### src/hw/rtl/stack_sample_segment_merger_assert.svh
// Assertion helpers for the segment merger.
`ifndef STACK_SAMPLE_SEGMENT_MERGER_ASSERT_SVH
`define STACK_SAMPLE_SEGMENT_MERGER_ASSERT_SVH

// Invariant that holds at every edge out of reset.
`define SSM_ASSERT_ALWAYS(label, clk, rst_n, expr, msg) \
    label: assert property (@(posedge clk) disable iff (!rst_n) (expr)) \
        else $error(msg);

// Same-cycle implication.
`define SSM_ASSERT_IMPLY(label, clk, rst_n, ante, cons, msg) \
    label: assert property (@(posedge clk) disable iff (!rst_n) (ante) |-> (cons)) \
        else $error(msg);

// Next-cycle implication.
`define SSM_ASSERT_NEXT(label, clk, rst_n, ante, cons, msg) \
    label: assert property (@(posedge clk) disable iff (!rst_n) (ante) |=> (cons)) \
        else $error(msg);

`endif

### src/hw/rtl/ssm_pkg.sv
`default_nettype none

package ssm_pkg;

    localparam int MAX_DEPTH   = 64;
    localparam int COUNT_WIDTH = 32;

    localparam int IDX_W       = $clog2(MAX_DEPTH);
    localparam int POS_W       = $clog2(MAX_DEPTH + 1);
    localparam int TS_W        = 64;
    localparam int ID_W        = 32;
    localparam int DUR_W       = 63;
    localparam int SEG_DEPTH_W = 6;
    localparam int SAMPLES_W   = 32;
    localparam int KIND_W      = 2;
    localparam int REQ_W       = 2;

    // request types
    localparam logic [REQ_W-1:0] REQ_FRAME = 2'd0;
    localparam logic [REQ_W-1:0] REQ_EMPTY = 2'd1;
    localparam logic [REQ_W-1:0] REQ_FLUSH = 2'd2;

    // result kinds
    localparam logic [KIND_W-1:0] KIND_SEG       = 2'd0;
    localparam logic [KIND_W-1:0] KIND_TIME_BACK = 2'd1;
    localparam logic [KIND_W-1:0] KIND_TOO_DEEP  = 2'd2;

    typedef enum logic [1:0] {
        ST_IDLE,
        ST_POP,
        ST_FLUSH,
        ST_ERROR
    } seq_state_t;

    typedef struct packed {
        logic [ID_W-1:0]        frame;
        logic [TS_W-1:0]        start;
        logic [COUNT_WIDTH-1:0] samples;
    } entry_t;

    typedef struct packed {
        logic             shift_down;  // push: every cell takes its upper neighbor
        logic             shift_up;    // pop: every cell takes its lower neighbor
        logic             inc;         // selected cell bumps its sample count
        logic [IDX_W-1:0] target;
        logic [ID_W-1:0]  id;
    } cell_ctrl_t;

    typedef struct packed {
        logic             halted;
        logic [POS_W-1:0] open_count;
    } seq_status_t;

    // end - start, clamped to [0, 2^63-1]
    function automatic logic [DUR_W-1:0] seg_dur(logic [TS_W-1:0] end_time,
                                                 logic [TS_W-1:0] start_time);
        logic [TS_W:0]      diff;
        logic [DUR_W-1:0]   res;
        diff = {end_time[TS_W-1], end_time} - {start_time[TS_W-1], start_time};
        if (diff[TS_W])
            res = '0;
        else if (diff[TS_W-1])
            res = '1;
        else
            res = diff[DUR_W-1:0];
        return res;
    endfunction

    function automatic logic [SEG_DEPTH_W-1:0] to_seg_depth(logic [POS_W-1:0] pos);
        logic [POS_W+SEG_DEPTH_W-1:0] w;
        w = {{SEG_DEPTH_W{1'b0}}, pos};
        return w[SEG_DEPTH_W-1:0];
    endfunction

    function automatic logic [SAMPLES_W-1:0] to_samples(logic [COUNT_WIDTH-1:0] cnt);
        logic [COUNT_WIDTH+SAMPLES_W-1:0] w;
        w = {{SAMPLES_W{1'b0}}, cnt};
        return w[SAMPLES_W-1:0];
    endfunction

endpackage

`default_nettype wire

### src/hw/rtl/ssm_cell.sv
`default_nettype none

module ssm_cell (
    input  wire logic                      clk,
    input  wire logic [ssm_pkg::IDX_W-1:0] cell_idx,
    input  wire ssm_pkg::cell_ctrl_t       ctrl,
    input  wire ssm_pkg::entry_t           from_above,
    input  wire ssm_pkg::entry_t           from_below,
    output ssm_pkg::entry_t                entry,
    output logic                           hit
);

    ssm_pkg::entry_t entry_reg;
    ssm_pkg::entry_t entry_next;
    logic            sel;

    assign sel   = (cell_idx == ctrl.target);
    assign hit   = sel && (entry_reg.frame == ctrl.id);
    assign entry = entry_reg;

    always_comb
    begin
        entry_next = entry_reg;
        if (ctrl.shift_down)
        begin
            entry_next = from_above;
        end
        else if (ctrl.shift_up)
        begin
            entry_next = from_below;
        end
        else if (ctrl.inc && sel && (entry_reg.samples != '1))
        begin
            entry_next.samples = entry_reg.samples + 1'b1;
        end
    end

    always_ff @(posedge clk)
    begin
        entry_reg <= entry_next;
    end

endmodule

`default_nettype wire

### config.mk
export PLATFORM = sky130hd
export DESIGN_NAME = ssm_cell
export DESIGN_NICKNAME = d
export VERILOG_FILES = /design/src/hw/rtl/stack_sample_segment_merger_assert.svh /design/src/hw/rtl/ssm_pkg.sv /design/src/hw/rtl/ssm_cell.sv
export SDC_FILE = /design/constraint.sdc
export NUM_CORES = 1
export LEC_CHECK = 0
export ABC_AREA = 1
export BUFFER_PORTS_ARGS = -buffer_cell sky130_fd_sc_hd__buf_2
export CORE_AREA = 3 3 166 168
export DETAILED_ROUTE_END_ITERATION = 12
export DIE_AREA = 0 0 169 171
export PLACE_DENSITY_LB_ADDON = 0.2
export SYNTH_ARGS = -nofsm -noshare
export SYNTH_HDL_FRONTEND = slang
export SYNTH_SLANG_ARGS = --single-unit
### constraint.sdc
create_clock -name clk -period 6.7 [get_ports clk]
set_input_delay 1.34 -clock clk [delete_from_list [all_inputs] [get_ports clk]]
set_output_delay 1.34 -clock clk [all_outputs]
set_load 0.02 [all_outputs]
After elaboration in Yosys (flattened, before gate mapping)
Cells that the tools add are included.

Input port bits: 304. RAM bits: 0. Bits in latches: 0. Flip-flop bits (word level): 128. Bits in read-only memories: 0. Memories kept: 0. Word-level logic and storage cells: 16.

Add/subtract/negate cells: 1. Muxes and demuxes: 4. Bitwise logic cells: 0. Magnitude comparators: 0. Equality and inequality tests: 3. Reductions and logical operators: 5. Div/mod/pow operators: 0. Shifts and indexed selects: 0. Multiply operators: 0.

Operators with widths (number): 128-bit 2-to-1 mux (1); 96-bit 2-to-1 mux (1); 32-bit 2-to-1 mux (2); 32-bit by 1-bit adder with 32-bit output, second input constant (1); 32-bit == test (1); 32-bit inequality test, second input constant (1); 6-bit == test (1); 1-bit logical AND (3); 3-bit nonzero test (1); 2-bit nonzero test (1).

Depth between registers and ports, before layout
Word-level depth: 6. Gate-level depth with buffers: 10.

Least setup slack after synthesis
OpenSTA, ideal clock, no wires.

Kind: input to register. From: input ctrl[33] in the netlist's numbering. To: register entry_reg (netlist bit entry[0]) (enable). Slack: 2.164 ns. Cell stages on the path: 6. Path buffers: 0. Arrival: 4.071 ns. Path through: xor2_1 nor2_1 nand2_1 nor2_1 nand2_1 o21ai_0.

Word-level cells in the longest chain between the ends: 4.

RTL lines: start: declaration (line ssm_cell.sv:6) `input wire ssm_pkg::cell_ctrl_t ctrl,`; 6-bit == test (line ssm_cell.sv:17) `assign sel = (cell_idx == ctrl.target);`; 1-bit logical AND (2 in series) (line ssm_cell.sv:32) `else if (ctrl.inc && sel && (entry_reg.samples != '1))`; 3-bit nonzero test (no source line); end signal: assignment (line ssm_cell.sv:40) `entry_reg <= entry_next;`; end: declaration (line ssm_cell.sv:13) `ssm_pkg::entry_t entry_reg;`.

No other way between the ends. A chain may end at the register's enable or synchronous reset.

Worst setup path in the final report
From: input ctrl[33] in the netlist's numbering. To: output hit.

Word-level cells in the longest chain between the ends: 2.

RTL lines: 6-bit == test (line ssm_cell.sv:17); 1-bit logical AND (line ssm_cell.sv:18) `assign hit = sel && (entry_reg.frame == ctrl.id);`; end: declaration (line ssm_cell.sv:10) `output logic hit`.

No other way between the ends.

==> key figures <==
Outcome
  – Status: completed

Clock tree
  – Clock transition at the registers of the reported paths: 0.07 ns
  – Clk sinks: 128
  – Worst-Skew Late Latency: 0.42 ns
  – CTS tree: built
  – Max clock buf depth: 2
  – Cts bufs inserted: 17
  – CTS HTree Levels: 4
  – Clock Tree Root: clkbuf_16
  – Hold buffers post-CTS: 0
  – Post-CTS Resized: 0
  – Postcts setup bufs: 0

Yosys
  – Area share of fa/ha/maj cells after synthesis: 0.175%
  – Cell Area, Synth: 7160 sq um
  – Synth area leaders: edfxtp_1 54%, nand2_1 23%, nor2_1 4.9%, xnor2_1 3.4%, nand3_1 2.5%
  – Mean Syn Cell Area: 8.12 sq um
  – Ys Warns: 0
  – Count leader, synth: nand2_1
  – Synth Flop Type: edfxtp_1
  – Compound-Gate Fraction of Synth Area: 3.70%
  – Area leader, netlist: edfxtp_1
  – Yosys top cell area share: 53.7%
  – Gate Count Post-Synth: 882
  – Largest family of logic cells by synthesized area: simple AND/OR/NAND/NOR gates
  – Seq/Total Area, Yosys: 53.7%
  – Synth Register Bits: 128
  – Mux cell area share after synthesis: 0%
  – Syn nets: 1187
  – Post-synth EDFFs: 128
  – Synth async-reset ratio: 0%
  – XOR/XNOR share of the synthesized area: 4.77%
  – Synth Area in Simple Gates: 34.1%
  – Count of different cell masters after synthesis: 24
  – Top post-synthesis cells by count: 435 x nand2_1, 128 x edfxtp_1, 93 x nor2_1

STA
  – RSZ-0062 raised after global routing: false
  – Final Worst Setup Slack: 2.86 ns
  – Tcrit/Tclk final: 57.3%
  – Setup TNS: 0 ns
  – F_max: 260 MHz
  – Minimum clock period: 3.84 ns
  – Fin. Hold Viols: 0
  – Final Skew: 0.00908 ns
  – Worst Max-Slew Pin Slew: 0.959 ns
  – Setup violations, final: 0
  – Slew Limit Fails: 0
  – Worst rel slew slack: 36.1%

Worst setup path
  – Crit. End Element: output port
  – CP cell instances: buf_2, xor2_1, nor2_1, nand2_1, nor2_1, nand3_1, nor2_1, buf_2
  – Worst Setup Start Kind: primary input
  – CP arrival: 2.50 ns
  – Max Fanout on Critical Path: 2
  – Most used cell, CP: nor2_1
  – Worst stage delay on the critical path: 0.22 ns
  – Worst R2R Start: entry[0]
  – Worst path top cell family by delay: simple AND/OR/NAND/NOR gates
  – Crit path required time: 5.36 ns
  – Crit Path Category: primary input to output port
  – WP buf/inv: 2
  – Worst Setup SP: ctrl[33]
  – Critical path's slowest cell: buf_2

Drt
  – Vias: 7377
  – WL/cell: 17.4 microns
  – Routed Wire Length: 28.8 mm
  – DR pass1 iterations: 6
  – Vias per cell: 4.45
  – DR DRC count: 0
  – ANT nets after route: 0
  – Initial DRC count: 429

Worst hold path
  – HP Start: entry[31]
  – Worst hold path class: register to register

Global route
  – Largest net degree at the start of global routing: 78
  – First-pass GRT wire length: 40.8 mm
  – Initial antenna violation count: 15
  – Number of global-route vias before repair: 7018
  – Overflow after GRT: 0
  – Total Routing Usage GR: 18.7%

Placed design
  – DP HPWL: 22.5 mm
  – Pre-CTS setup slack: 2.56 ns
  – GPL Wtd Cong: 0.849
  – PortBufs: 432

Cells and area
  – Syn-to-layout area delta: 43.2%
  – Max reg flops: 128
  – # nets final: 1608
  – Share of layout cells above drive strength 1: 37.7%
  – Filler instances: 2792

Floorplan
  – Io pins: 433
  – Die H: 171 microns
  – Starting Density: 27.5%
  – Core area: 26100 sq um
  – Die footprint: 28900 sq um
  – Die X: 169 microns
  – Site Rows: 59

Pwr
  – Pwr dens: 247 nW/um^2
  – Static Leakage: 0.00510 uW
  – VDD IR-drop max: 127 uV

Run
  – # Max-Cap Violations: 0
==> metal layers <==
layer,track usage (%),share of wire [%],wire length [microns],vias to the layer above
met4,5.43,1.6,467,12
met5,0,0.24,69,-
met3,6.61,9.2,2660,38
met1,23.1,39,11400,3340
met2,31.2,49,14200,295
li1,-,-,-,3692
==> through the flow <==
| step | instances | area [sq um] | power [uW] | utilization [%] | hold slack, ns |
|---|---|---|---|---|---|
| 2_1_floorplan | 882 | 7160 | 1340 | - | 0.766 |
| 3_3_place_gp | 1619 | 9640 | 1580 | 37.0 | 0.679 |
| 3_5_place_dp | 1619 | 9640 | 1580 | 37.0 | 0.695 |
| 4_1_cts | 1651 | 10200 | 2560 | 39.3 | 0.716 |
| 5_1_grt | 1657 | 10300 | 2650 | 39.3 | 0.778 |
| 6_report | 1659 | 10300 | 2530 | 39.4 | 0.721 |
==> power by group <==
part	switching [uW]	leakage (uW)	internal, uW
clock network	414	0.000287	560
logic	319	0.00350	193
registers	61.5	0.00131	986
==> area by class of cell <==
| type | instances | area [sq um] | share of cell area (%) |
|---|---|---|---|
| clock inverters | 15 | 171 | 1.67 |
| well taps | 335 | 419 | 4.09 |
| flip-flops and latches | 128 | 3840 | 37.5 |
| clock buffers | 17 | 425 | 4.15 |
| repair buffers | 436 | 2190 | 21.4 |
| diodes | 8 | 20.0 | 0.195 |
| inverters | 30 | 116 | 1.13 |
| multi-input cells | 690 | 3070 | 29.9 |
==> worst register-to-register path, cell delays in order, from the launching register on <==
cell      delay, ns
edfxtp_1       0.50
ha_1           0.28
nand2_1        0.12
nor2_4         0.06
nand2_4        0.13
nor2_4         0.08
nand2_2        0.06
nor2_1         0.07
o21ai_2        0.72
buf_4          0.41
==> path summary, 6_finish.rpt <==
path                             endpoint  slack [ns]  cells after the start
worst max-delay path                  hit        2.86                      8
worst min-delay path            entry[31]        0.72                      4
worst max register to register   entry[2]        3.93                      9
worst min register to register  entry[31]        0.72                      4
==> placed cells by master (no fill, tap or decap), types with 2 or more instances in the layout <==
cell type / instances
nand2_1: 435
buf_2: 431
edfxtp_1: 128
nor2_1: 93
nand3_1: 36
a21oi_1: 34
xnor2_1: 28
inv_1: 26
clkbuf_16: 17
xor2_1: 11
nor2_2: 9
o21ai_0: 9
diode_2: 8
nor2_4: 6
nand2_2: 6
o21bai_1: 6
nand4_1: 5
inv_6: 5
buf_4: 5
nand3b_1: 4
clkinv_4: 3
inv_2: 2
nand2_4: 2
and2_1: 2
bufinv_16: 2
clkinvlp_4: 2
inv_8: 2
==> cells by family (layout without fill, tap and decap cells) <==
kind of cell	Yosys count	count (layout)
adders and majority gates	1	1
AOI/OAI and AO/OA	50	50
DFF	128	128
other	0	8
xor gates and xnor gates	39	39
buffers and inverters	64	498
and+or+nand+nor	600	600
Power figures use the tool's default switching activity.
