## src/hw/rtl/stack_sample_segment_merger_assert.svh

```systemverilog
// Assertion helpers for the segment merger.
`ifndef STACK_SAMPLE_SEGMENT_MERGER_ASSERT_SVH
`define STACK_SAMPLE_SEGMENT_MERGER_ASSERT_SVH

// Invariant that holds at every edge out of reset.
`define SSM_ASSERT_ALWAYS(label, clk, rst_n, expr, msg) \
    label: assert property (@(posedge clk) disable iff (!rst_n) (expr)) \
        else $error(msg);

// Same-cycle implication.
`define SSM_ASSERT_IMPLY(label, clk, rst_n, ante, cons, msg) \
    label: assert property (@(posedge clk) disable iff (!rst_n) (ante) |-> (cons)) \
        else $error(msg);

// Next-cycle implication.
`define SSM_ASSERT_NEXT(label, clk, rst_n, ante, cons, msg) \
    label: assert property (@(posedge clk) disable iff (!rst_n) (ante) |=> (cons)) \
        else $error(msg);

`endif

```

## src/hw/rtl/ssm_pkg.sv

```systemverilog
`default_nettype none

package ssm_pkg;

    localparam int MAX_DEPTH   = 64;
    localparam int COUNT_WIDTH = 32;

    localparam int IDX_W       = $clog2(MAX_DEPTH);
    localparam int POS_W       = $clog2(MAX_DEPTH + 1);
    localparam int TS_W        = 64;
    localparam int ID_W        = 32;
    localparam int DUR_W       = 63;
    localparam int SEG_DEPTH_W = 6;
    localparam int SAMPLES_W   = 32;
    localparam int KIND_W      = 2;
    localparam int REQ_W       = 2;

    // request types
    localparam logic [REQ_W-1:0] REQ_FRAME = 2'd0;
    localparam logic [REQ_W-1:0] REQ_EMPTY = 2'd1;
    localparam logic [REQ_W-1:0] REQ_FLUSH = 2'd2;

    // result kinds
    localparam logic [KIND_W-1:0] KIND_SEG       = 2'd0;
    localparam logic [KIND_W-1:0] KIND_TIME_BACK = 2'd1;
    localparam logic [KIND_W-1:0] KIND_TOO_DEEP  = 2'd2;

    typedef enum logic [1:0] {
        ST_IDLE,
        ST_POP,
        ST_FLUSH,
        ST_ERROR
    } seq_state_t;

    typedef struct packed {
        logic [ID_W-1:0]        frame;
        logic [TS_W-1:0]        start;
        logic [COUNT_WIDTH-1:0] samples;
    } entry_t;

    typedef struct packed {
        logic             shift_down;  // push: every cell takes its upper neighbor
        logic             shift_up;    // pop: every cell takes its lower neighbor
        logic             inc;         // selected cell bumps its sample count
        logic [IDX_W-1:0] target;
        logic [ID_W-1:0]  id;
    } cell_ctrl_t;

    typedef struct packed {
        logic             halted;
        logic [POS_W-1:0] open_count;
    } seq_status_t;

    // end - start, clamped to [0, 2^63-1]
    function automatic logic [DUR_W-1:0] seg_dur(logic [TS_W-1:0] end_time,
                                                 logic [TS_W-1:0] start_time);
        logic [TS_W:0]      diff;
        logic [DUR_W-1:0]   res;
        diff = {end_time[TS_W-1], end_time} - {start_time[TS_W-1], start_time};
        if (diff[TS_W])
            res = '0;
        else if (diff[TS_W-1])
            res = '1;
        else
            res = diff[DUR_W-1:0];
        return res;
    endfunction

    function automatic logic [SEG_DEPTH_W-1:0] to_seg_depth(logic [POS_W-1:0] pos);
        logic [POS_W+SEG_DEPTH_W-1:0] w;
        w = {{SEG_DEPTH_W{1'b0}}, pos};
        return w[SEG_DEPTH_W-1:0];
    endfunction

    function automatic logic [SAMPLES_W-1:0] to_samples(logic [COUNT_WIDTH-1:0] cnt);
        logic [COUNT_WIDTH+SAMPLES_W-1:0] w;
        w = {{SAMPLES_W{1'b0}}, cnt};
        return w[SAMPLES_W-1:0];
    endfunction

endpackage

`default_nettype wire

```

## src/hw/rtl/ssm_seq.sv

```systemverilog
`default_nettype none

module ssm_seq (
    input  wire logic                            clk,
    input  wire logic                            rst_n,
    // request channel
    input  wire logic                            in_valid,
    output logic                                 in_stall,
    input  wire logic [ssm_pkg::REQ_W-1:0]       req_type,
    input  wire logic signed [ssm_pkg::TS_W-1:0] timestamp,
    input  wire logic [ssm_pkg::ID_W-1:0]        frame_id,
    input  wire logic                            last_frame,
    // cell chain
    input  wire logic                            hit_any,
    input  wire ssm_pkg::entry_t                 top_entry,
    input  wire ssm_pkg::entry_t                 tail_entry,
    output ssm_pkg::cell_ctrl_t                  ctrl,
    output ssm_pkg::entry_t                      new_entry,
    output ssm_pkg::seq_status_t                 status,
    // result channel
    output logic                                 out_valid,
    input  wire logic                            out_stall,
    output logic [ssm_pkg::KIND_W-1:0]           result_kind,
    output logic signed [ssm_pkg::TS_W-1:0]      seg_start,
    output logic [ssm_pkg::DUR_W-1:0]            seg_duration,
    output logic [ssm_pkg::SEG_DEPTH_W-1:0]      seg_depth,
    output logic [ssm_pkg::ID_W-1:0]             seg_id,
    output logic [ssm_pkg::SAMPLES_W-1:0]        seg_samples,
    output logic                                 last_result
);

    ssm_pkg::seq_state_t state_reg, state_next;

    logic [ssm_pkg::POS_W-1:0]  open_count_reg, open_count_next;
    logic [ssm_pkg::POS_W-1:0]  fp_reg, fp_next;
    logic                       diverged_reg, diverged_next;
    logic [ssm_pkg::TS_W-1:0]   sample_time_reg, sample_time_next;
    logic [ssm_pkg::TS_W-1:0]   prev_time_reg, prev_time_next;
    logic                       seen_reg, seen_next;
    logic                       halted_reg, halted_next;
    logic [ssm_pkg::POS_W-1:0]  pop_limit_reg, pop_limit_next;
    logic                       pend_push_reg, pend_push_next;
    logic [ssm_pkg::ID_W-1:0]   push_id_reg, push_id_next;
    logic [ssm_pkg::POS_W-1:0]  gap_reg, gap_next;
    logic [ssm_pkg::POS_W-1:0]  flush_depth_reg, flush_depth_next;
    logic [ssm_pkg::KIND_W-1:0] err_kind_reg, err_kind_next;

    logic                            out_valid_reg, out_valid_next;
    logic [ssm_pkg::KIND_W-1:0]      kind_reg, kind_next;
    logic [ssm_pkg::TS_W-1:0]        start_reg, start_next;
    logic [ssm_pkg::DUR_W-1:0]       dur_reg, dur_next;
    logic [ssm_pkg::SEG_DEPTH_W-1:0] depth_reg, depth_next;
    logic [ssm_pkg::ID_W-1:0]        id_reg, id_next;
    logic [ssm_pkg::SAMPLES_W-1:0]   samples_reg, samples_next;
    logic                            last_reg, last_next;

    // decode
    logic                      in_accept;
    logic                      out_free;
    logic                      first_frame;
    logic                      ts_ok;
    logic                      div_eff;
    logic                      matched;
    logic                      need_pops;
    logic                      tail_pops;
    logic [ssm_pkg::POS_W-1:0] fp_inc;
    logic [ssm_pkg::POS_W-1:0] tgt_full;
    logic [ssm_pkg::POS_W-1:0] top_depth;
    logic [ssm_pkg::TS_W-1:0]  st_eff;
    logic                      do_empty;
    logic                      do_flush;
    logic                      do_frame;
    logic                      frame_terr;
    logic                      frame_deep;
    logic                      frame_ok;
    logic                      empty_terr;
    logic                      pop_done;

    always_comb
    begin
        in_accept   = in_valid && (state_reg == ssm_pkg::ST_IDLE);
        out_free    = !out_valid_reg || !out_stall;
        first_frame = (fp_reg == '0);
        ts_ok       = !seen_reg || ($signed(timestamp) >= $signed(prev_time_reg));
        div_eff     = first_frame ? 1'b0 : diverged_reg;
        fp_inc      = fp_reg + 1'b1;
        matched     = !div_eff && (fp_reg < open_count_reg) && hit_any;
        need_pops   = !div_eff && (open_count_reg > fp_reg);
        tail_pops   = (open_count_reg > fp_inc);
        tgt_full    = open_count_reg - fp_reg - 1'b1;
        top_depth   = open_count_reg - 1'b1;
        st_eff      = first_frame ? timestamp : sample_time_reg;
        do_empty    = in_accept && !halted_reg && (req_type == ssm_pkg::REQ_EMPTY);
        do_flush    = in_accept && !halted_reg && (req_type == ssm_pkg::REQ_FLUSH);
        do_frame    = in_accept && !halted_reg && (req_type == ssm_pkg::REQ_FRAME);
        frame_terr  = do_frame && first_frame && !ts_ok;
        frame_deep  = do_frame && !frame_terr
                      && (fp_reg >= ssm_pkg::POS_W'(ssm_pkg::MAX_DEPTH));
        frame_ok    = do_frame && !frame_terr && !frame_deep;
        empty_terr  = do_empty && !ts_ok;
        pop_done    = (open_count_reg == pop_limit_reg);
    end

    // next state
    always_comb
    begin
        state_next = state_reg;
        unique case (state_reg)
            ssm_pkg::ST_IDLE:
            begin
                if (frame_terr || frame_deep || empty_terr)
                    state_next = ssm_pkg::ST_ERROR;
                else if (do_flush && (open_count_reg != '0))
                    state_next = ssm_pkg::ST_FLUSH;
                else if (frame_ok && matched && last_frame && tail_pops)
                    state_next = ssm_pkg::ST_POP;
                else if (frame_ok && !matched && need_pops)
                    state_next = ssm_pkg::ST_POP;
            end
            ssm_pkg::ST_POP:
            begin
                if (pop_done)
                    state_next = ssm_pkg::ST_IDLE;
            end
            ssm_pkg::ST_FLUSH:
            begin
                if ((gap_reg == '0) && out_free && (open_count_reg == ssm_pkg::POS_W'(1)))
                    state_next = ssm_pkg::ST_IDLE;
            end
            ssm_pkg::ST_ERROR:
            begin
                if (out_free)
                    state_next = ssm_pkg::ST_IDLE;
            end
        endcase
    end

    // datapath and chain control
    always_comb
    begin
        open_count_next  = open_count_reg;
        fp_next          = fp_reg;
        diverged_next    = diverged_reg;
        sample_time_next = sample_time_reg;
        prev_time_next   = prev_time_reg;
        seen_next        = seen_reg;
        halted_next      = halted_reg;
        pop_limit_next   = pop_limit_reg;
        pend_push_next   = pend_push_reg;
        push_id_next     = push_id_reg;
        gap_next         = gap_reg;
        flush_depth_next = flush_depth_reg;
        err_kind_next    = err_kind_reg;

        out_valid_next = out_valid_reg && out_stall;
        kind_next      = kind_reg;
        start_next     = start_reg;
        dur_next       = dur_reg;
        depth_next     = depth_reg;
        id_next        = id_reg;
        samples_next   = samples_reg;
        last_next      = last_reg;

        ctrl.shift_down = 1'b0;
        ctrl.shift_up   = 1'b0;
        ctrl.inc        = 1'b0;
        ctrl.target     = tgt_full[ssm_pkg::IDX_W-1:0];
        ctrl.id         = frame_id;

        new_entry.frame   = push_id_reg;
        new_entry.start   = sample_time_reg;
        new_entry.samples = ssm_pkg::COUNT_WIDTH'(1);

        unique case (state_reg)
            ssm_pkg::ST_IDLE:
            begin
                if (do_empty)
                begin
                    fp_next       = '0;
                    diverged_next = 1'b0;
                    if (ts_ok)
                    begin
                        prev_time_next = timestamp;
                        seen_next      = 1'b1;
                    end
                    else
                    begin
                        halted_next   = 1'b1;
                        err_kind_next = ssm_pkg::KIND_TIME_BACK;
                    end
                end
                if (do_flush)
                begin
                    fp_next          = '0;
                    diverged_next    = 1'b0;
                    gap_next         = ssm_pkg::POS_W'(ssm_pkg::MAX_DEPTH) - open_count_reg;
                    flush_depth_next = '0;
                end
                if (frame_terr)
                begin
                    halted_next   = 1'b1;
                    err_kind_next = ssm_pkg::KIND_TIME_BACK;
                end
                else if (do_frame)
                begin
                    if (first_frame)
                    begin
                        prev_time_next   = timestamp;
                        seen_next        = 1'b1;
                        sample_time_next = timestamp;
                    end
                    if (frame_deep)
                    begin
                        halted_next   = 1'b1;
                        err_kind_next = ssm_pkg::KIND_TOO_DEEP;
                    end
                    else if (matched)
                    begin
                        ctrl.inc       = 1'b1;
                        fp_next        = last_frame ? '0 : fp_inc;
                        diverged_next  = 1'b0;
                        pop_limit_next = fp_inc;
                        pend_push_next = 1'b0;
                    end
                    else
                    begin
                        fp_next        = last_frame ? '0 : fp_inc;
                        diverged_next  = !last_frame;
                        pop_limit_next = fp_reg;
                        if (need_pops)
                        begin
                            pend_push_next = 1'b1;
                            push_id_next   = frame_id;
                        end
                        else
                        begin
                            ctrl.shift_down = 1'b1;
                            new_entry.frame = frame_id;
                            new_entry.start = st_eff;
                            open_count_next = fp_inc;
                        end
                    end
                end
            end
            ssm_pkg::ST_POP:
            begin
                if (pop_done)
                begin
                    if (pend_push_reg)
                    begin
                        ctrl.shift_down = 1'b1;
                        open_count_next = pop_limit_reg + 1'b1;
                        pend_push_next  = 1'b0;
                    end
                end
                else if (out_free)
                begin
                    ctrl.shift_up   = 1'b1;
                    open_count_next = top_depth;
                    out_valid_next  = 1'b1;
                    kind_next       = ssm_pkg::KIND_SEG;
                    start_next      = top_entry.start;
                    dur_next        = ssm_pkg::seg_dur(sample_time_reg, top_entry.start);
                    depth_next      = ssm_pkg::to_seg_depth(top_depth);
                    id_next         = top_entry.frame;
                    samples_next    = ssm_pkg::to_samples(top_entry.samples);
                    last_next       = (top_depth == pop_limit_reg);
                end
            end
            ssm_pkg::ST_FLUSH:
            begin
                if (gap_reg != '0)
                begin
                    ctrl.shift_down = 1'b1;
                    gap_next        = gap_reg - 1'b1;
                end
                else if (out_free)
                begin
                    ctrl.shift_down  = 1'b1;
                    open_count_next  = top_depth;
                    flush_depth_next = flush_depth_reg + 1'b1;
                    out_valid_next   = 1'b1;
                    kind_next        = ssm_pkg::KIND_SEG;
                    start_next       = tail_entry.start;
                    dur_next         = ssm_pkg::seg_dur(prev_time_reg, tail_entry.start);
                    depth_next       = ssm_pkg::to_seg_depth(flush_depth_reg);
                    id_next          = tail_entry.frame;
                    samples_next     = ssm_pkg::to_samples(tail_entry.samples);
                    last_next        = (open_count_reg == ssm_pkg::POS_W'(1));
                end
            end
            ssm_pkg::ST_ERROR:
            begin
                if (out_free)
                begin
                    out_valid_next = 1'b1;
                    kind_next      = err_kind_reg;
                    start_next     = '0;
                    dur_next       = '0;
                    depth_next     = '0;
                    id_next        = '0;
                    samples_next   = '0;
                    last_next      = 1'b1;
                end
            end
        endcase
    end

    always_ff @(posedge clk or negedge rst_n)
    begin
        if (!rst_n)
        begin
            state_reg       <= ssm_pkg::ST_IDLE;
            open_count_reg  <= '0;
            fp_reg          <= '0;
            diverged_reg    <= 1'b0;
            sample_time_reg <= '0;
            prev_time_reg   <= '0;
            seen_reg        <= 1'b0;
            halted_reg      <= 1'b0;
            pop_limit_reg   <= '0;
            pend_push_reg   <= 1'b0;
            gap_reg         <= '0;
            flush_depth_reg <= '0;
            out_valid_reg   <= 1'b0;
        end
        else
        begin
            state_reg       <= state_next;
            open_count_reg  <= open_count_next;
            fp_reg          <= fp_next;
            diverged_reg    <= diverged_next;
            sample_time_reg <= sample_time_next;
            prev_time_reg   <= prev_time_next;
            seen_reg        <= seen_next;
            halted_reg      <= halted_next;
            pop_limit_reg   <= pop_limit_next;
            pend_push_reg   <= pend_push_next;
            gap_reg         <= gap_next;
            flush_depth_reg <= flush_depth_next;
            out_valid_reg   <= out_valid_next;
        end
    end

    always_ff @(posedge clk)
    begin
        push_id_reg  <= push_id_next;
        err_kind_reg <= err_kind_next;
        kind_reg     <= kind_next;
        start_reg    <= start_next;
        dur_reg      <= dur_next;
        depth_reg    <= depth_next;
        id_reg       <= id_next;
        samples_reg  <= samples_next;
        last_reg     <= last_next;
    end

    assign in_stall          = (state_reg != ssm_pkg::ST_IDLE);
    assign status.halted     = halted_reg;
    assign status.open_count = open_count_reg;

    assign out_valid    = out_valid_reg;
    assign result_kind  = kind_reg;
    assign seg_start    = start_reg;
    assign seg_duration = dur_reg;
    assign seg_depth    = depth_reg;
    assign seg_id       = id_reg;
    assign seg_samples  = samples_reg;
    assign last_result  = last_reg;

endmodule

`default_nettype wire

```

## config.mk

```make
export PLATFORM = sky130hd
export DESIGN_NAME = ssm_seq
export DESIGN_NICKNAME = d
export VERILOG_FILES = /design/src/hw/rtl/stack_sample_segment_merger_assert.svh /design/src/hw/rtl/ssm_pkg.sv /design/src/hw/rtl/ssm_seq.sv
export SDC_FILE = /design/constraint.sdc
export NUM_CORES = 1
export LEC_CHECK = 0
export ABC_AREA = 1
export BUFFER_PORTS_ARGS = -buffer_cell sky130_fd_sc_hd__buf_2
export CAP_MARGIN = 20
export CORE_AREA = 2 2 286 288
export CTS_CLUSTER_DIAMETER = 30
export CTS_CLUSTER_SIZE = 10
export DETAILED_ROUTE_END_ITERATION = 16
export DIE_AREA = 0 0 288 290
export PLACE_DENSITY = 0.62
export SYNTH_ARGS = -nofsm -noshare
export SYNTH_HDL_FRONTEND = slang
export SYNTH_SLANG_ARGS = --single-unit
```

## constraint.sdc

```tcl
create_clock -name clk -period 8.2 [get_ports clk]
set_input_delay 0.41 -clock clk [delete_from_list [all_inputs] [get_ports clk]]
set_output_delay 0.41 -clock clk [all_outputs]
set_load 0.005 [all_outputs]
```

## Word level (Yosys, flattened, before mapping)

Index checks and enable logic that the tools add are counted.

| word-level totals | value |
|---|---|
| bits in registers | 404 |
| input bits | 360 |
| output and inout port bits | 379 |
| logic and storage cells | 260 |

| cells by class | value |
|---|---|
| add/subtract/negate cells | 10 |
| order comparisons | 5 |
| equal/unequal tests | 25 |
| muxes and demuxes | 137 |
| bitwise operators | 3 |
| reduce and logical (&&, ||, !) cells | 58 |

Operators with widths:

| operator | number |
|---|---|
| $mux W64 | 11 |
| $mux W96 | 6 |
| $mux W63 | 9 |
| $mux W32 | 9 |
| $pmux W32 S3 | 2 |
| $pmux W64 S3 | 1 |
| $pmux W63 S3 | 1 |
| $mux W7 | 21 |
| $sub A64 B64 Y65 | 2 |
| $ge A64 B64 Y1 | 1 |
| $mux W1 | 47 |
| $mux W2 | 15 |
| $mux W6 | 5 |
| $ne A2 B2 Y1 const B | 14 |
| $pmux W7 S2 | 2 |
| $logic_and A1 B1 Y1 | 23 |
| $add A7 B1 Y7 const B | 3 |
| $pmux W7 S3 | 1 |
| $pmux W6 S3 | 1 |
| $reduce_and A6 Y1 | 3 |
| $reduce_and A4 Y1 | 4 |
| $eq A7 B7 Y1 | 2 |
| $gt A7 B7 Y1 | 2 |
| $logic_not A7 Y1 | 2 |
| other kinds (24) | 51 |

## Longest topological paths before layout

| logic depth | value |
|---|---|
| word-level depth | 18 |
| mapped depth | 25 |
| gate-level depth less buffers | 24 |

## Least setup slack after synthesis

OpenSTA, ideal clock, no wires.

| timing path | value |
|---|---|
| path kind | reg-to-reg |
| start point | register state_reg[0] |
| end point | register last_reg (netlist: last_result), enable pin |
| setup time | 550 ps |
| data arrival time | 5,196 ps |
| required time | 7,650 ps |
| path slack | 2,454 ps |
| cell stages (with the launch flop) | 9 |
| buffers on the path | 2 |
| clock period less this slack | 5,746 ps |
| cell sequence | dfrtp_1 inv_1 ha_1 buf_2 nor2_1 inv_2 clkbuf_1 o211ai_1 inv_1 |

| between the ends | value |
|---|---|
| longest elaborated chain between the ends | 3 |
| elaborated cells on any way between the ends | 10 |
| those cells by class | 8 x eq/ne; 2 x reduce/logical |

RTL lines:

| item | RTL line | text |
|---|---|---|
| start: declaration | ssm_seq.sv:32 | `ssm_pkg::seq_state_t state_reg, state_next;` |
| start signal: assignment | ssm_seq.sv:313 | `state_reg <= ssm_pkg::ST_IDLE;` |
| start signal: assignment | ssm_seq.sv:329 | `state_reg <= state_next;` |
| $eq A2 B1 Y1 or $eq A2 B2 Y1 (tied branches) | ssm_seq.sv:174 | `unique case (state_reg)` |
| $ne A2 B2 Y1 (no line) or $reduce_bool A3 Y1 (tied branches) | n/a |  |
| $reduce_and A6 Y1 (no line) * | n/a |  |
| end signal: assignment | ssm_seq.sv:355 | `last_reg <= last_next;` |
| end: declaration | ssm_seq.sv:55 | `logic last_reg, last_next;` |

Every way passes the cells marked *; elsewhere a longest branch is shown, timed or not.
A chain may end at the register's enable or synchronous reset.

==> results.md <==
* Status: finished clean
* Crit path max fanout at 84
* Area delta synth->final at 26.6%
* CP Buf/Inv Count at 5
* Remaining DRCs at 0
* Share of flip-flops with an asynchronous set or reset at 41.9%
* DR vias/cell at 5.32
* Rows at 104
* Skew final at 0.0344 ns
* MaxCap Viol Count at 0
* Layout cells sized above 1 at 19.3%
* Pwr/cell area at 183 mW/mm^2
* Post-Syn Instances at 4163
* Global-route usage over all layers at 31.6%
* Slew headroom at 29.1%
* Period utilization at 64.5%
* Post-synth top cells: nand2_1, inv_1, o21ai_0, nor2_1, a21oi_1
* DRT antenna net count at 0
* Synth Area in Simple Gates at 20.7%
* Die area at 0.0835 sq mm
* Syn Area/Cell at 7.40 sq um
* Unrepaired setup endpoints after global routing: false
* Crit path cell chain: inv_1, ha_1, nand2_1, inv_1, nand3_1, nor3_1, a31oi_1, nand4_4, nand2_4, nor2_8, nand2_4, inv_2, buf_4, nor2_1, a21oi_1, buf_2
* Worst EP required at 7.79 ns
* Top FF cell, synth: edfxtp_1
* RR Endpoint: seg_duration[44]
* Syn Std Cell Area at 0.0308 sq mm
* Vias at 32100
* Post-synthesis mux area share at 0%
* Depth of the CTS H-tree at 3
* Clk pin slew, worst setup/hold paths at 0.04 ns
* # clock sinks at 403
* Register-to-register setup slack at 4.01 ns
* Initial Utilization at 38.4%
* Sum Neg Setup Slack at 0 ns
* Main combinational cell family by area after synthesis: simple AND/OR/NAND/NOR gates
* Leakage at 19.1 nW
* CTS tree: built
* Max Slew Vio Count at 0
* Xor/xnor cell area share of the yosys netlist at 3.74%
* Global-route wire length before repair at 195 mm
* Nets at 5457
* Crit Path Class: reg -> out
* DRT Pass-1 Iters at 6
* Critical R2R Launch: sample_time_reg[0]
* GP Congestion at 1.05
* Initial antenna violation count at 21
* Hold WC Path Type: in -> reg
* Fin crit period at 5.29 ns
* Slew @ Worst Pin at 1.06 ns
* Final number of setup-violating endpoints at 0
* Worst setup SP type: flop
* Die Wd at 288 microns
* Post-CTS Setup Inserts at 0
* Complex-gate fraction of the synthesized area at 18.3%
* Top-count cell post-synth: nand2_1
* Peak VDD IR at 0.190 mV
* Setup crit end: new_entry[62]
* Max Clock Freq at 189 MHz
* Register area share after synthesis at 36.5%
* Worst r2r path cells at 21
* PortBufs at 706
* Synthesis Warnings at 0
* CP peak stage delay at 0.67 ns
* Synth top area share at 22.8%
* Worst path arrival time at 4.88 ns
* GRT Residual Overflow at 0
* Core Region at 0.0802 sq mm
* Largest area contributor in the netlist: edfxtp_1
* DR iter-0 viols at 3372
* Worst hold slack at 0.0311 ns
* Io pins at 739
* Max Buffers Root-to-Sink at 3
* Synth top area cells: edfxtp_1, dfrtp_1, nand2_1
* Final Hold Vio Count at 0
* Adder-cell share of the synthesized area at 9.09%
* Die H at 290 microns
* Crit-path slowest cell: buf_4
* Avg WL per Cell at 22.5 microns
* Worst Setup End Kind: output port
* Beginning of the critical path: prev_time_reg[15]
* Number of flops mapped to enable cells by yosys at 234
* Worst skew pair latency at 0.68 ns
* Top delay family on crit path: simple AND/OR/NAND/NOR gates
* Vias in the first global route at 29900
* Routed wire length at 136 mm
* Yosys reg bits at 403
* Yosys cell types at 61
* Num CTS Buffers at 106
* Root cell of the clock tree: clkbuf_16
* Pin count of the biggest net entering global routing at 89
* Worst path depth at 16
* Post-DP HPWL at 111 mm
[how the worst min path moves through the flow]
stage / from / depth (start not counted) / to
detailed placement: rst_n / 1 / sample_time_reg[37]
global route: frame_id[10] / 1 / push_id_reg[10]
global placement: rst_n / 1 / sample_time_reg[37]
CTS: frame_id[6] / 1 / push_id_reg[6]
floorplan: rst_n / 0 / diverged_reg
finish: frame_id[6] / 1 / push_id_reg[6]
[metal layers]
metal | part of all wire [%] | GRT usage, % | vias up
met1 | 45 | 46.4 | 15300
met4 | 2.8 | 9.76 | 6
li1 | - | - | 15100
met3 | 9.0 | 5.37 | 189
met2 | 43 | 47.1 | 1476
met5 | 0.027 | 0 | -
[where the power goes]
part	internal, mW	switching (mW)	leakage, nW
clock	2.90	1.35	1.78
combinational	0.260	0.478	13.2
sequential	2.16	0.0000000000000000153	4.18
total	5.33	1.83	19.1
[through the flow]
| step | std cells | power [mW] | util, % | instance area (sq um) | setup WS, ns |
|---|---|---|---|---|---|
| 6_report | 6034 | 7.15 | 48.7 | 39000 | 2.91 |
| 5_1_grt | 6031 | 7.39 | 48.7 | 39000 | 2.57 |
| 4_1_cts | 6025 | 7.18 | 48.6 | 39000 | 2.86 |
| 3_5_place_dp | 5789 | 2.90 | 43.5 | 34900 | 3.42 |
| 3_3_place_gp | 5789 | 2.90 | 43.5 | 34900 | 3.47 |
| 2_1_floorplan | 4193 | 2.61 | - | 30900 | 2.45 |
[cell families (layout without fill, tap and decap cells)]
family                   after synthesis  count (layout)
AO/OA/AOI/OAI                        973             973
XOR/XNOR                             130             130
adder cells (fa/ha/maj)              222             222
buffers and inverters                842            1614
flip-flops                           403             403
other                                  2              41
AND/OR/NAND/NOR                     1591            1591
[layout make-up]
cell class	instances	area, sq um
Antenna cell	9	22.5
Tap cell	1060	1330
Timing Repair Buffer	765	4080
Sequential cell	403	11300
Inverter	651	2450
Fill cell	8132	41100
Clock inverter	65	778
Multi-Input combinational cell	2948	16200
Clock buffer	133	2940
[what timing repair did]
| item | CTS | global route |
|---|---|---|
| hold buffers | 38 | 0 |
| gates resized for setup | 0 | 0 |
| endpoints found under the hold margin | 89 | 0 |
[placed cells by master, fill, tap and decap left out, types with 45 or more instances in the layout]
master	instances
clkbuf_16	110
o22ai_1	73
nand2_1	1066
dfrtp_1	169
a31oi_1	45
xnor2_1	54
o21ai_0	394
xor2_1	74
a22o_1	65
inv_1	643
nor2_1	319
buf_2	705
a21oi_1	258
nand3_1	105
edfxtp_1	234
ha_1	218
No activity file was read; power rests on OpenSTA's default activity.
